[src/hw/rtl/jpp_pkg.sv]
// ----------------------------------------------------------------------------
// JSON pretty printer package
// Shared character codes, beat descriptor and sequencer types.
// ----------------------------------------------------------------------------
package jpp_pkg;

	localparam int DEPTH_W       = 5;
	localparam int MAX_DEPTH_DEF = 16;
	localparam int QUEUE_DEPTH   = 2;
	localparam int QPTR_W        = 1;
	localparam int QCNT_W        = 2;

	localparam logic [7:0] CH_LBRACE    = 8'h7B;
	localparam logic [7:0] CH_LBRACKET  = 8'h5B;
	localparam logic [7:0] CH_RBRACE    = 8'h7D;
	localparam logic [7:0] CH_RBRACKET  = 8'h5D;
	localparam logic [7:0] CH_COMMA     = 8'h2C;
	localparam logic [7:0] CH_COLON     = 8'h3A;
	localparam logic [7:0] CH_QUOTE     = 8'h22;
	localparam logic [7:0] CH_BACKSLASH = 8'h5C;
	localparam logic [7:0] CH_NEWLINE   = 8'h0A;
	localparam logic [7:0] CH_SPACE     = 8'h20;

	typedef enum logic [1:0] {
		KIND_PLAIN,
		KIND_CLOSE,
		KIND_COMMA,
		KIND_COLON
	} jpp_kind_t;

	typedef enum logic [3:0] {
		PH_IDLE,
		PH_PRE_NL,
		PH_PRE_SP,
		PH_CL_NL,
		PH_CL_SP,
		PH_BYTE,
		PH_TAIL,
		PH_CM_SP,
		PH_POST_NL,
		PH_POST_SP
	} jpp_phase_t;

	typedef struct packed {
		logic [7:0]         data;
		jpp_kind_t          kind;
		logic               pre;
		logic               post;
		logic [DEPTH_W-1:0] d_pre;
		logic [DEPTH_W-1:0] d_b;
		logic               err;
		logic               last;
	} jpp_desc_t;

endpackage

[src/hw/rtl/json_pretty_print_stream.sv]
// An accepted item passes through the descriptor queue and the sequencer's output register.
// Throughput: the output sequencer emits one byte per cycle while dst_stall is low; an
// item produces from 1 up to 2*MAX_DEPTH+3 bytes.
// Input beats are taken each cycle while the two-entry descriptor queue has room.
// Reset (arst_n low) clears the queue, the sequencer and all text state at once.
// ----------------------------------------------------------------------------
// JSON pretty printer stream
// Reformats a JSON byte stream with newlines and indentation per nesting level.
// ----------------------------------------------------------------------------
module json_pretty_print_stream #(
	parameter int MAX_DEPTH = jpp_pkg::MAX_DEPTH_DEF
) (
	input  logic       clk,
	input  logic       arst_n,
	input  logic       src_valid,
	output logic       src_stall,
	input  logic [7:0] in_byte,
	input  logic       last_byte,
	output logic       dst_valid,
	input  logic       dst_stall,
	output logic [7:0] out_byte,
	output logic       run_last,
	output logic       text_end,
	output logic       depth_error
);

	jpp_pkg::jpp_desc_t front_desc;
	jpp_pkg::jpp_desc_t head_desc;
	logic               accept;
	logic               full;
	logic               pop;
	logic               head_valid;

	assign src_stall = full;
	assign accept    = src_valid && !full;

	jpp_front #(
		.MAX_DEPTH(MAX_DEPTH)
	) u_front (
		.clk      (clk),
		.arst_n   (arst_n),
		.accept   (accept),
		.in_byte  (in_byte),
		.last_byte(last_byte),
		.desc     (front_desc)
	);

	jpp_queue u_queue (
		.clk       (clk),
		.arst_n    (arst_n),
		.push      (accept),
		.push_desc (front_desc),
		.full      (full),
		.pop       (pop),
		.head_valid(head_valid),
		.head_desc (head_desc)
	);

	jpp_back u_back (
		.clk        (clk),
		.arst_n     (arst_n),
		.head_valid (head_valid),
		.head_desc  (head_desc),
		.pop        (pop),
		.dst_valid  (dst_valid),
		.dst_stall  (dst_stall),
		.out_byte   (out_byte),
		.run_last   (run_last),
		.text_end   (text_end),
		.depth_error(depth_error)
	);

endmodule

[src/hw/rtl/jpp_front.sv]
// ----------------------------------------------------------------------------
// JSON pretty printer front end
// Classifies each input beat, updates string, depth and pending state, and
// builds one output descriptor per beat.
// ----------------------------------------------------------------------------
module jpp_front #(
	parameter int MAX_DEPTH = jpp_pkg::MAX_DEPTH_DEF
) (
	input  logic               clk,
	input  logic               arst_n,
	input  logic               accept,
	input  logic [7:0]         in_byte,
	input  logic               last_byte,
	output jpp_pkg::jpp_desc_t desc
);

	localparam logic [jpp_pkg::DEPTH_W-1:0] MAXD = jpp_pkg::DEPTH_W'(MAX_DEPTH);

	logic                        pend_q;
	logic                        str_q;
	logic [jpp_pkg::DEPTH_W-1:0] depth_q;
	logic [7:0]                  prev_q;
	logic                        seen_q;

	logic                        is_open;
	logic                        is_close;
	logic                        consumed;
	logic                        pre;
	logic                        post;
	logic                        new_pend;
	logic                        new_str;
	logic                        err;
	logic [jpp_pkg::DEPTH_W-1:0] dep1;
	logic [jpp_pkg::DEPTH_W-1:0] dep2;
	logic [jpp_pkg::DEPTH_W-1:0] dep3;
	jpp_pkg::jpp_kind_t          kind;

	assign is_open  = in_byte inside {jpp_pkg::CH_LBRACE, jpp_pkg::CH_LBRACKET};
	assign is_close = in_byte inside {jpp_pkg::CH_RBRACE, jpp_pkg::CH_RBRACKET};
	assign consumed = pend_q && is_close;
	assign pre      = pend_q && !is_close;

	always_comb begin
		err      = 1'b0;
		kind     = jpp_pkg::KIND_PLAIN;
		new_pend = 1'b0;
		new_str  = str_q;
		dep1     = depth_q;
		if (pre) begin
			if (depth_q >= MAXD) begin
				dep1 = MAXD;
				err  = 1'b1;
			end else begin
				dep1 = depth_q + jpp_pkg::DEPTH_W'(1);
			end
		end
		dep2 = dep1;
		if (!consumed) begin
			if (in_byte == jpp_pkg::CH_QUOTE) begin
				if (seen_q && prev_q != jpp_pkg::CH_BACKSLASH) begin
					new_str = !str_q;
				end
			end else if (str_q) begin
				kind = jpp_pkg::KIND_PLAIN;
			end else if (is_open) begin
				new_pend = 1'b1;
			end else if (is_close) begin
				kind = jpp_pkg::KIND_CLOSE;
				if (dep1 == '0) begin
					err = 1'b1;
				end else begin
					dep2 = dep1 - jpp_pkg::DEPTH_W'(1);
				end
			end else if (in_byte == jpp_pkg::CH_COMMA) begin
				kind = jpp_pkg::KIND_COMMA;
			end else if (in_byte == jpp_pkg::CH_COLON) begin
				kind = jpp_pkg::KIND_COLON;
			end
		end
		post = last_byte && new_pend;
		dep3 = dep2;
		if (post) begin
			if (dep2 >= MAXD) begin
				dep3 = MAXD;
				err  = 1'b1;
			end else begin
				dep3 = dep2 + jpp_pkg::DEPTH_W'(1);
			end
		end
	end

	always_comb begin
		desc.data  = in_byte;
		desc.kind  = kind;
		desc.pre   = pre;
		desc.post  = post;
		desc.d_pre = dep1;
		desc.d_b   = dep3;
		desc.err   = err;
		desc.last  = last_byte;
	end

	always_ff @(posedge clk or negedge arst_n) begin
		if (!arst_n) begin
			pend_q  <= 1'b0;
			str_q   <= 1'b0;
			depth_q <= '0;
			prev_q  <= '0;
			seen_q  <= 1'b0;
		end else if (accept) begin
			if (last_byte) begin
				pend_q  <= 1'b0;
				str_q   <= 1'b0;
				depth_q <= '0;
				prev_q  <= '0;
				seen_q  <= 1'b0;
			end else begin
				pend_q  <= new_pend;
				str_q   <= new_str;
				depth_q <= dep3;
				prev_q  <= in_byte;
				seen_q  <= 1'b1;
			end
		end
	end

	assert property (@(posedge clk) disable iff (!arst_n) depth_q <= MAXD)
		else $error("nesting depth above its limit");
	assert property (@(posedge clk) disable iff (!arst_n)
		accept && last_byte |=> !pend_q && !str_q && depth_q == '0 && !seen_q)
		else $error("state not cleared after end of text");
	assert property (@(posedge clk) disable iff (!arst_n)
		pend_q |-> !str_q)
		else $error("open pending inside a string");

endmodule

[src/hw/rtl/jpp_queue.sv]
// ----------------------------------------------------------------------------
// JSON pretty printer descriptor queue
// Two-entry queue that decouples the front end from the output sequencer.
// ----------------------------------------------------------------------------
module jpp_queue (
	input  logic               clk,
	input  logic               arst_n,
	input  logic               push,
	input  jpp_pkg::jpp_desc_t push_desc,
	output logic               full,
	input  logic               pop,
	output logic               head_valid,
	output jpp_pkg::jpp_desc_t head_desc
);

	jpp_pkg::jpp_desc_t               entry_q [jpp_pkg::QUEUE_DEPTH];
	logic [jpp_pkg::QPTR_W-1:0]       wr_ptr_q;
	logic [jpp_pkg::QPTR_W-1:0]       rd_ptr_q;
	logic [jpp_pkg::QCNT_W-1:0]       count_q;

	assign full       = count_q == jpp_pkg::QCNT_W'(jpp_pkg::QUEUE_DEPTH);
	assign head_valid = count_q != '0;
	assign head_desc  = entry_q[rd_ptr_q];

	always_ff @(posedge clk) begin
		if (push) begin
			entry_q[wr_ptr_q] <= push_desc;
		end
	end

	always_ff @(posedge clk or negedge arst_n) begin
		if (!arst_n) begin
			wr_ptr_q <= '0;
			rd_ptr_q <= '0;
			count_q  <= '0;
		end else begin
			if (push) begin
				wr_ptr_q <= wr_ptr_q + jpp_pkg::QPTR_W'(1);
			end
			if (pop) begin
				rd_ptr_q <= rd_ptr_q + jpp_pkg::QPTR_W'(1);
			end
			if (push && !pop) begin
				count_q <= count_q + jpp_pkg::QCNT_W'(1);
			end else if (pop && !push) begin
				count_q <= count_q - jpp_pkg::QCNT_W'(1);
			end
		end
	end

	assert property (@(posedge clk) disable iff (!arst_n)
		count_q <= jpp_pkg::QCNT_W'(jpp_pkg::QUEUE_DEPTH))
		else $error("queue count above its depth");
	assert property (@(posedge clk) disable iff (!arst_n) pop |-> head_valid)
		else $error("pop from an empty queue");
	assert property (@(posedge clk) disable iff (!arst_n) push |-> !full || pop)
		else $error("push into a full queue");

endmodule

[src/hw/rtl/jpp_back.sv]
// ----------------------------------------------------------------------------
// JSON pretty printer output sequencer
// Expands each descriptor into its output beats, one byte per cycle while
// the output is not stalled, into a registered output stage.
// ----------------------------------------------------------------------------
module jpp_back (
	input  logic               clk,
	input  logic               arst_n,
	input  logic               head_valid,
	input  jpp_pkg::jpp_desc_t head_desc,
	output logic               pop,
	output logic               dst_valid,
	input  logic               dst_stall,
	output logic [7:0]         out_byte,
	output logic               run_last,
	output logic               text_end,
	output logic               depth_error
);

	logic                        active_q;
	jpp_pkg::jpp_desc_t          desc_q;
	jpp_pkg::jpp_phase_t         phase_q;
	logic [jpp_pkg::DEPTH_W-1:0] cnt_q;
	logic                        out_valid_q;
	logic [7:0]                  out_byte_q;
	logic                        run_last_q;
	logic                        text_end_q;
	logic                        depth_error_q;

	jpp_pkg::jpp_desc_t          cur_d;
	jpp_pkg::jpp_phase_t         cur_ph;
	jpp_pkg::jpp_phase_t         nxt_ph;
	jpp_pkg::jpp_phase_t         after_pre;
	logic [jpp_pkg::DEPTH_W-1:0] nxt_cnt;
	logic [7:0]                  emit_byte;
	logic                        adv;
	logic                        step;

	assign cur_d = active_q ? desc_q : head_desc;
	assign adv   = !out_valid_q || !dst_stall;
	assign step  = (active_q || head_valid) && adv;
	assign pop   = step && !active_q;

	always_comb begin
		if (active_q) begin
			cur_ph = phase_q;
		end else if (head_desc.pre) begin
			cur_ph = jpp_pkg::PH_PRE_NL;
		end else if (head_desc.kind == jpp_pkg::KIND_CLOSE) begin
			cur_ph = jpp_pkg::PH_CL_NL;
		end else begin
			cur_ph = jpp_pkg::PH_BYTE;
		end
	end

	always_comb begin
		after_pre = (cur_d.kind == jpp_pkg::KIND_CLOSE) ? jpp_pkg::PH_CL_NL : jpp_pkg::PH_BYTE;
		nxt_ph    = jpp_pkg::PH_IDLE;
		nxt_cnt   = cnt_q - jpp_pkg::DEPTH_W'(1);
		case (cur_ph)
			jpp_pkg::PH_PRE_NL: begin
				nxt_cnt = cur_d.d_pre;
				nxt_ph  = (cur_d.d_pre != '0) ? jpp_pkg::PH_PRE_SP : after_pre;
			end
			jpp_pkg::PH_PRE_SP: begin
				nxt_ph = (cnt_q == jpp_pkg::DEPTH_W'(1)) ? after_pre : jpp_pkg::PH_PRE_SP;
			end
			jpp_pkg::PH_CL_NL: begin
				nxt_cnt = cur_d.d_b;
				nxt_ph  = (cur_d.d_b != '0) ? jpp_pkg::PH_CL_SP : jpp_pkg::PH_BYTE;
			end
			jpp_pkg::PH_CL_SP: begin
				nxt_ph = (cnt_q == jpp_pkg::DEPTH_W'(1)) ? jpp_pkg::PH_BYTE : jpp_pkg::PH_CL_SP;
			end
			jpp_pkg::PH_BYTE: begin
				if (cur_d.kind inside {jpp_pkg::KIND_COMMA, jpp_pkg::KIND_COLON}) begin
					nxt_ph = jpp_pkg::PH_TAIL;
				end else if (cur_d.post) begin
					nxt_ph = jpp_pkg::PH_POST_NL;
				end
			end
			jpp_pkg::PH_TAIL: begin
				nxt_cnt = cur_d.d_b;
				if (cur_d.kind == jpp_pkg::KIND_COMMA && cur_d.d_b != '0) begin
					nxt_ph = jpp_pkg::PH_CM_SP;
				end
			end
			jpp_pkg::PH_CM_SP: begin
				nxt_ph = (cnt_q == jpp_pkg::DEPTH_W'(1)) ? jpp_pkg::PH_IDLE : jpp_pkg::PH_CM_SP;
			end
			jpp_pkg::PH_POST_NL: begin
				nxt_cnt = cur_d.d_b;
				nxt_ph  = (cur_d.d_b != '0) ? jpp_pkg::PH_POST_SP : jpp_pkg::PH_IDLE;
			end
			jpp_pkg::PH_POST_SP: begin
				nxt_ph = (cnt_q == jpp_pkg::DEPTH_W'(1)) ? jpp_pkg::PH_IDLE : jpp_pkg::PH_POST_SP;
			end
			default: begin
				nxt_ph = jpp_pkg::PH_IDLE;
			end
		endcase
	end

	always_comb begin
		case (cur_ph)
			jpp_pkg::PH_PRE_NL, jpp_pkg::PH_CL_NL, jpp_pkg::PH_POST_NL: begin
				emit_byte = jpp_pkg::CH_NEWLINE;
			end
			jpp_pkg::PH_TAIL: begin
				emit_byte = (cur_d.kind == jpp_pkg::KIND_COMMA) ?
					jpp_pkg::CH_NEWLINE : jpp_pkg::CH_SPACE;
			end
			jpp_pkg::PH_BYTE: begin
				emit_byte = cur_d.data;
			end
			default: begin
				emit_byte = jpp_pkg::CH_SPACE;
			end
		endcase
	end

	always_ff @(posedge clk or negedge arst_n) begin
		if (!arst_n) begin
			active_q    <= 1'b0;
			phase_q     <= jpp_pkg::PH_IDLE;
			out_valid_q <= 1'b0;
		end else if (step) begin
			active_q    <= nxt_ph != jpp_pkg::PH_IDLE;
			phase_q     <= nxt_ph;
			out_valid_q <= 1'b1;
		end else if (adv) begin
			out_valid_q <= 1'b0;
		end
	end

	always_ff @(posedge clk) begin
		if (step) begin
			cnt_q         <= nxt_cnt;
			desc_q        <= cur_d;
			out_byte_q    <= emit_byte;
			run_last_q    <= nxt_ph == jpp_pkg::PH_IDLE;
			text_end_q    <= (nxt_ph == jpp_pkg::PH_IDLE) && cur_d.last;
			depth_error_q <= cur_d.err;
		end
	end

	assign dst_valid   = out_valid_q;
	assign out_byte    = out_byte_q;
	assign run_last    = run_last_q;
	assign text_end    = text_end_q;
	assign depth_error = depth_error_q;

	assert property (@(posedge clk) disable iff (!arst_n) active_q |-> phase_q != jpp_pkg::PH_IDLE)
		else $error("sequencer active without a phase");
	assert property (@(posedge clk) disable iff (!arst_n)
		active_q && (phase_q == jpp_pkg::PH_PRE_SP || phase_q == jpp_pkg::PH_CL_SP ||
		phase_q == jpp_pkg::PH_CM_SP || phase_q == jpp_pkg::PH_POST_SP) |-> cnt_q != '0)
		else $error("indent run with an empty count");
	assert property (@(posedge clk) disable iff (!arst_n) dst_valid && text_end |-> run_last)
		else $error("end of text not on the last beat of its run");
	assert property (@(posedge clk) disable iff (!arst_n) active_q |-> !pop)
		else $error("descriptor taken while another is in progress");

endmodule
[config.mk]
export PLATFORM = sky130hd
export DESIGN_NAME = json_pretty_print_stream
export DESIGN_NICKNAME = d
export VERILOG_FILES = /design/src/hw/rtl/jpp_pkg.sv /design/src/hw/rtl/json_pretty_print_stream.sv /design/src/hw/rtl/jpp_front.sv /design/src/hw/rtl/jpp_queue.sv /design/src/hw/rtl/jpp_back.sv
export SDC_FILE = /design/constraint.sdc
export NUM_CORES = 1
export LEC_CHECK = 0
export BUFFER_PORTS_ARGS = -buffer_cell sky130_fd_sc_hd__buf_2
export CAP_MARGIN = 10
export CORE_MARGIN = 4
export CORE_UTILIZATION = 55
export DETAILED_ROUTE_END_ITERATION = 10
export PLACE_DENSITY = 0.75
export SYNTH_ARGS = -nofsm -noshare
export SYNTH_HDL_FRONTEND = slang
export SYNTH_SLANG_ARGS = --single-unit
[constraint.sdc]
create_clock -name clk -period 3.1 [get_ports clk]
set_input_delay 0.62 -clock clk [delete_from_list [all_inputs] [get_ports clk]]
set_output_delay 0.62 -clock clk [all_outputs]
set_load 0.005 [all_outputs]
== Word level (Yosys, flattened, before mapping) ==
Memories as Yosys holds them, arrays and structs flattened.
Index checks and enable logic that the tools add are counted.
Word-level totals
  flip-flop bits (word level): 65
  bits in latches: 0
  memory bits (writable): 48
  memory bits (read-only): 0
  input bits: 13
  output and inout bits: 13
  word-level logic and storage cells: 161
  memories: 1
Operators by class
  $add $sub $neg: 8
  $mul: 0
  divide/modulo/power cells: 0
  order comparisons: 2
  eq/ne operators: 24
  shifts and indexed selects: 0
  multiplexer cells: 64
  bitwise gates (word level): 1
  reductions and logical operators: 38
Memory list
  u_queue.entry_q: depth 2, width 24, read ports 1, clocked after memory_dff 0, write ports 1, line jpp_queue.sv:16  | jpp_pkg::jpp_desc_t entry_q [jpp_pkg::QUEUE_DEPTH];
Operators with widths (count)
  $mux 5: 11
  $pmux 4 s9: 1
  $eq 8x7->1 const B: 4
  $mux 4: 8
  $mux 1: 26
  $eq 8x6->1 const B: 3
  $mux 24: 1
  $pmux 8 s3: 1
  $mux 2: 9
  $eq 4x3->1 const B: 4
  $reduce_bool 2->1: 8
  $mux 3: 4
  $logic_and 1x1->1: 11
  $add 5x1->5 const B: 2
  $ge 5x5->1 const B: 2
  $pmux 5 s2: 1
  $reduce_bool 5->1: 2
  $sub 5x1->5 const B: 2
  $eq 4x2->1 const B: 2
  $eq 4x4->1 const B: 2
  $logic_not 1->1: 8
  $mux 8: 1
  $ne 8x7->1 const B: 1
  $eq 2x2->1 const B: 3
  16 further kinds: 20

== Longest topological paths before layout ==
Gate-level depths: netlist (run 1).
  depth after elaboration: 16
  depth in mapped cells: 15
  gate-level depth less buffers: 14

== By module ==
From an unflattened synthesis (run 1), not the netlist that was laid out.
Second synthesis, totals
  cells, all modules: 479
  area, all modules: 6023.3 sq um
Modules (own cells, without submodules)
  jpp_back: instances 1, cells an instance 202, area an instance 2444.8 sq um
  jpp_queue: instances 1, cells an instance 91, area an instance 2023.2 sq um
  jpp_front: instances 1, cells an instance 185, area an instance 1541.5 sq um
  json_pretty_print_stream: instances 1, cells an instance 1, area an instance 13.8 sq um

== Worst setup path after synthesis (run 1) ==
No wires, ideal clock.
  kind: input port to flip-flop
  start point: in in_byte[7]
  end point: mem u_queue.entry_q[0][6] (netlist name), data pin
  library setup time: 160 ps
  data arrival time: 3290 ps
  setup slack: -350 ps
  cell stages on the path: 14
  cells stage by stage: nand4bb_1 > o21a_1 > buf_6 > mux2i_2 > ha_1 > nor2b_1 > nand3_1 > mux2_2 > o311a_1 > a21oi_1 > ha_1 > nand3_1 > ha_1 > mux2i_1
RTL lines
  start, declared: line json_pretty_print_stream.sv:17  | input logic [7:0] in_byte,
  end, declared: line jpp_queue.sv:16

==> results of run 1 <==
-- sequential cells by signal, indices dropped and copies added (netlist names), 2 cells and up --
name and count:
u_back.out_byte 8, u_queue.entry_q 48, u_front.depth_q 5, u_back.cnt_q 5, u_back.desc_q 23, u_back.phase_q 4
u_front.prev_q 8, u_queue.count_q 2
-- cells in the final DEF, fill, tap and decap left out, drive strengths merged, types with 3 or more instances in the layout --
| master | n |
|---|---|
| edfxtp | 86 |
| nand2 | 60 |
| buf | 55 |
| o21ai | 35 |
| dfrtp | 26 |
| mux2i | 24 |
| nor2 | 22 |
| inv | 21 |
| nand2b | 15 |
| a21oi | 15 |
| mux2 | 11 |
| clkbuf | 10 |
| and2 | 9 |
| ha | 8 |
| o221ai | 6 |
| a21o | 5 |
| nor2b | 5 |
| nor4b | 5 |
| xnor2 | 5 |
| o31ai | 5 |
| clkinv | 5 |
| nand3 | 5 |
| a211oi | 5 |
| a31oi | 4 |
| o211ai | 4 |
| xor2 | 4 |
| nor3 | 4 |
| o22ai | 3 |
| a22oi | 3 |
| or2 | 3 |
| o21a | 3 |
| or3b | 3 |
-- through the flow --
step                hold slack [ps]  worst slack (ps)  util, %  std cells
finish                        262.5             109.5    63.34        640
floorplan                     324.4            -237.1        -        453
detailed placement            470.7            -399.8    61.14        623
global placement              462.5            -199.6    61.14        623
CTS                           272.2             5.177    62.93        639
global route                  278.1             10.63    63.34        640
-- worst max path at each step --
stage | from | to | slack [ps] | cells past startpoint
after global routing | u_front.depth_q[0] | u_queue.entry_q[1][6] | 10 | 14
after detailed placement | in_byte[7] | u_queue.entry_q[0][6] | -400 | 15
after floorplan | in_byte[7] | u_queue.entry_q[0][6] | -240 | 15
after CTS | in_byte[7] | u_queue.entry_q[0][6] | 5 | 15
final | in_byte[7] | u_queue.entry_q[1][6] | 110 | 15
after global placement | in_byte[7] | u_queue.entry_q[1][6] | -200 | 14
-- routing by layer --
metal | share of wire [%] | vias up | wire [um]
met4 | 2.0 | 0 | 210
li1 | - | 1776 | -
met3 | 4.8 | 15 | 510
met1 | 46 | 1756 | 4876
met2 | 47 | 105 | 5058
met5 | 0 | - | 0
-- where the power goes --
group | internal (uW) | switching, uW | total [uW]
Clock | 297 | 482 | 779
Combinational | 882 | 1230 | 2110
Sequential | 2370 | 337 | 2700
-- area by class of cell --
cell class / count / share of cell area [%]
Clock buffer: 10 / 2.061
Clock inverter: 6 / 0.7680
Inverter: 21 / 1.273
Multi-Input combinational cell: 303 / 35.31
Sequential cell: 112 / 52.24
Tap cell: 133 / 2.688
Timing Repair Buffer: 55 / 5.659
-- what timing repair did --
action / 4_1_cts / 5_1_grt
buffers inserted: 0 / 1
setup endpoints to repair: 0 / 4
gates resized for setup: 0 / 5
-- kinds of logic after synthesis --
family	Yosys count
AO/OA/AOI/OAI	102
AND/OR/NAND/NOR	149
buffers and inverters	38
adder cells (fa/ha/maj)	8
XOR/XNOR	9
multiplexers	35
flip-flops	112
==> impl_metrics.csv, run 1 <==
group,metric,value,unit
sta,finalSetupViolations,0,
sta,period_minus_slack,2991,ps
floorplan,dieArea,0.01168,mm2
final_layout,final_area,0.006191,mm2
power_and_ir_drop,power,5593,uW
clocking,tritoncts,"built",
clocking,insertion_delay,370,ps
logic_synthesis,synth-seq-area-share,58.71,%
sta,max_freq,0.3344,GHz
routing,wire_per_inst,16.65,um
critical_path,reg2reg_depth,14,
floorplan,initial_core_util,56.34,%
clocking,path_clk_slew,100,ps
critical_path,rr_startpoint,"u_front.depth_q[1]",
routing,drc,0,
logic_synthesis,synthTopCellsByArea,"edfxtp_1 47%, dfrtp_1 12%, nand2_1 4.1%",
placed_design,dp_hpwl,7743,um
sta,slew_headroom,50.77,%
logic_synthesis,synth.top_cells.by_count,"86 x edfxtp_1, 60 x nand2_1, 26 x dfrtp_1",
critical_path,cp_data_required_time,3320,ps
logic_synthesis,synth_top_family_by_area,"simple AND/OR/NAND/NOR gates",
sta,tns,0,ps
placed_design,port_buffers,25,
logic_synthesis,yosys_warnings,0,
critical_path,cp_max_fo,3,
logic_synthesis,yosys_most_used_dff,"edfxtp_1",
global_routing,overflow,0,
global_routing,grtUsageMet3,4.537,%
final_layout,final_nets,523,
logic_synthesis,synth_mux_area_share,7.226,%
floorplan,coreArea,0.009774,mm2
placed_design,place_area,0.005976,mm2
logic_synthesis,synthArstFlopShare,23.21,%
sta,worst_pin_slew,738.5,ps
power_and_ir_drop,cellLeakagePower,0.002405,uW
clocking,ctsHtreeMaxLevel,3,
logic_synthesis,post_synth_num_cell_types,70,
routing,via_count,3652,
clocking,root_buffer,"clkbuf_8",
final_layout,seq_area,0.003234,mm2
logic_synthesis,synth.top_cell.area_share,46.90,%
logic_synthesis,synth-edff-count,86,
clocking,cts_sinks,112,
critical_path,slowest_delay,330,ps
logic_synthesis,synth_area,0.005507,mm2
critical_path,end_kind,"flip-flop",
floorplan,die_x,108.1,um
critical_path,slowest_stage,"o311a_4",
clocking,ctsLongestPathBuffers,2,
logic_synthesis,synth_xor_area_share,1.568,%
sta,hold_violations,0,
routing,wl,10660,um
routing,ant_nets,0,
power_and_ir_drop,irDropWorstVdd,0.0006815,V
global_routing,grtUsageMet2,32.10,%
floorplan,ioPinCount,26,
logic_synthesis,syn_inst,453,
routing,avgViaCountPerCell,5.706,
clocking,cts_inserted_buffers,9,
critical_path,r2r_end,"u_queue.entry_q[1][6]",
global_routing,grtUsageTotal,20.09,%
clocking,hold_buffers,0,
logic_synthesis,synth-simple-area-share,14.61,%
worst_hold_path,hold_class,"in2async",
run,cap_violations,0,
final_layout,antenna_cells,0,
logic_synthesis,synth-seq-cells,112,
logic_synthesis,synth_compound_area_share,12.79,%
global_routing,grt_pass1_wl,18150,um
sta,finalCritPeriodShare,96.47,%
logic_synthesis,synth_area_leader_cell,"edfxtp_1",
logic_synthesis,syn_nets,474,
global_routing,grt_start_max_net_pins,27,
critical_path,path_buf_inv,1,
routing,drt_iter0_markers,303,
global_routing,grt_pass1_vias,3691,
run_status,status,"completed",
final_layout,drive_gt1_share,22.68,%
critical_path,worstSetupPathType,"in2reg",
floorplan,fp.dieH,108.1,um
critical_path,critical_path_arrival,3210,ps
placed_design,gp_congestion,0.8867,
power_and_ir_drop,p_per_area,903.5,mW/mm2
floorplan,rows,36,
final_layout,fillers,791,
critical_path,start_kind,"primary input",
global_routing,antenna_found_initial,0,
global_routing,busiest_layer,"met2",
sta,slew_viol_final,0,
routing,firstDrtPassIters,4,
final_layout,area_delta_synth_final,12.43,%
logic_synthesis,avgSynthCellArea,12.16,um2
sta,skew,9.806,ps
sta,rsz0062_at_grt,"false",
critical_path,r2r_setup_slack,150,ps
critical_path,cp_common_cell,"ha_2",
logic_synthesis,synthAdderAreaFrac,1.818,%
final_layout,multiInputGateArea,0.002186,mm2
critical_path,crit_family,"compound AO/OA/AOI/OAI gates",
logic_synthesis,synth_most_common_cell,"edfxtp_1",
global_routing,met1_usage,26.99,%
critical_path,cp_cell_sequence,"buf_2, nand4bb_4, o21a_4, nand3b_1, o21a_1, ha_2, nor2b_4, nand3_1, mux2_4, o311a_4, a21oi_2, ha_4, nand3_2, ha_2, mux2i_4",
No activity file was read; power rests on OpenSTA's default activity.
==> run 2: changes to the inputs <==
--- a/config.mk
+++ b/config.mk
@@ -10,7 +10,7 @@
 export CORE_MARGIN = 4
 export CORE_UTILIZATION = 55
 export DETAILED_ROUTE_END_ITERATION = 10
-export PLACE_DENSITY = 0.75
+export PLACE_DENSITY_LB_ADDON = 0.08
 export SYNTH_ARGS = -nofsm -noshare
 export SYNTH_HDL_FRONTEND = slang
 export SYNTH_SLANG_ARGS = --single-unit
==> run 2 against run 1 <==
Global-route usage grew 0.40 points. Maximum frequency shrank 2.2%. Register-to-register slack lost 60 ps. Clock skew shrank 3.7 ps. Clock-buffer cell count is the same.
==> impl_metrics.csv, run 2 (synthesized netlist as in run 1, its figures left out) <==
group,metric,value,unit
run_status,status,"completed",
routing,firstDrtPassIters,5,
routing,ant_nets,0,
clocking,tritoncts,"built",
power_and_ir_drop,cellLeakagePower,0.002492,uW
final_layout,antenna_cells,0,
sta,worst_pin_slew,696.7,ps
final_layout,final_nets,533,
final_layout,drive_gt1_share,24.56,%
placed_design,place_area,0.006021,mm2
final_layout,multiInputGateArea,0.002188,mm2
floorplan,rows,36,
worst_hold_path,hold_class,"in2async",
sta,hold_violations,0,
floorplan,initial_core_util,56.34,%
power_and_ir_drop,p_per_area,914.6,mW/mm2
critical_path,end_kind,"flip-flop",
sta,tns,0,ps
final_layout,final_area,0.006310,mm2
clocking,hold_buffers,0,
final_layout,largest_reg_flops,48,
critical_path,critical_path_arrival,3190,ps
placed_design,port_buffers,25,
routing,drc,0,
routing,drt_iter0_markers,150,
global_routing,antenna_found_initial,0,
final_layout,final_common_cell,"edfxtp_1",
clocking,path_clk_slew,100,ps
routing,wire_per_inst,16.98,um
sta,period_minus_slack,3058,ps
run,cap_violations,0,
final_layout,area_delta_synth_final,14.59,%
sta,finalCritPeriodShare,98.65,%
sta,slew_viol_final,0,
critical_path,slowest_delay,390,ps
clocking,root_buffer,"clkbuf_8",
clocking,insertion_delay,380,ps
placed_design,dp_hpwl,7886,um
sta,skew,6.072,ps
critical_path,start_kind,"primary input",
critical_path,cp_cell_sequence,"buf_6, nand4bb_4, o21a_4, nand3b_1, o21a_1, ha_2, nor2b_4, nand3_2, mux2_4, o31ai_4, xnor2_2, buf_4, mux2_1",
critical_path,path_buf_inv,2,
global_routing,overflow,0,
floorplan,ioPinCount,26,
final_layout,reg_top3,"u_queue.entry_q x48, u_back.desc_q x23",
routing,avgViaCountPerCell,5.612,
final_layout,seq_area,0.003234,mm2
global_routing,grtUsageTotal,20.49,%
sta,rsz0062_at_grt,"true",
floorplan,die_x,108.1,um
critical_path,slowest_stage,"o31ai_4",
clocking,ctsHtreeMaxLevel,3,
floorplan,dieArea,0.01168,mm2
critical_path,worstSetupPathType,"in2reg",
sta,max_freq,0.3270,GHz
routing,wl,11040,um
sta,setup_ws,41.80,ps
critical_path,cp_max_fo,4,
global_routing,grt_pass1_wl,18280,um
routing,via_count,3648,
final_layout,largest_register,"u_queue.entry_q",
floorplan,fp.dieH,108.1,um
floorplan,coreArea,0.009774,mm2
sta,slew_headroom,53.55,%
global_routing,grt_pass1_vias,3614,
critical_path,crit_family,"compound AO/OA/AOI/OAI gates",
placed_design,place_ws,-298.8,ps
clocking,ctsLongestPathBuffers,2,
power_and_ir_drop,irDropWorstVdd,0.0006415,V
clocking,cts_sinks,112,
final_layout,final_cell_mix,"86 x edfxtp_1, 60 x nand2_1, 40 x buf_4",
placed_design,gp_congestion,0.9187,
global_routing,grt_start_max_net_pins,38,
sta,finalSetupViolations,0,
critical_path,cp_data_required_time,3230,ps
clocking,cts_inserted_buffers,9,
final_layout,fillers,772,
==> run 2: where the power goes <==
group	total, uW	leakage, uW	switching [uW]	internal [uW]
Sequential	2690	0.00116	320	2370
Clock	900	0.000109	493	407
Combinational	2180	0.00122	1270	914
==> run 2: area by class of cell <==
cell class / count / area share (%)
Clock buffer: 10 / 2.181
Clock inverter: 6 / 1.150
Inverter: 21 / 1.249
Multi-Input combinational cell: 303 / 34.68
Sequential cell: 112 / 51.26
Tap cell: 133 / 2.637
Timing Repair Buffer: 65 / 6.841
==> run 2: stage by stage <==
stage               total power [uW]  hold WS, ps  instances  utilization [%]
floorplan                       4231        324.4        453                -
global placement                4831        461.1        629            61.60
detailed placement              4891        473.9        629            61.60
CTS                             5812        266.3        645            63.75
global route                    6185        281.6        650            64.55
finish                          5771        260.7        650            64.55
==> run 2: path summary, 6_finish.rpt <==
check,cells after the start,startpoint,slack [ps],end
worst max-delay path,13,in_byte[7],40,u_queue.entry_q[1][2]
worst min-delay path,1,arst_n,260,u_back.phase_q[3]
worst max register to register,12,u_front.depth_q[0],90,u_queue.entry_q[1][2]
worst min register to register,2,u_front.prev_q[1],500,u_front.prev_q[1]
max in group asynchronous,1,arst_n,2360,u_front.depth_q[0]
min in group clk,1,in_byte[5],470,u_queue.entry_q[0][21]
==> run 2: what timing repair did <==
action                     4_1_cts  5_1_grt
gates resized for setup          0        8
setup endpoints to repair        0        6
setup buffers                    0        5
==> run 2: metal layers <==
metal / part of all wire [%] / up-vias / global-route usage, %
met5: 0 / - / 0
met4: 1.4 / 0 / 6.943
met3: 3.9 / 11 / 4.955
met2: 48 / 77 / 33.17
met1: 47 / 1766 / 27.30
li1: - / 1794 / -
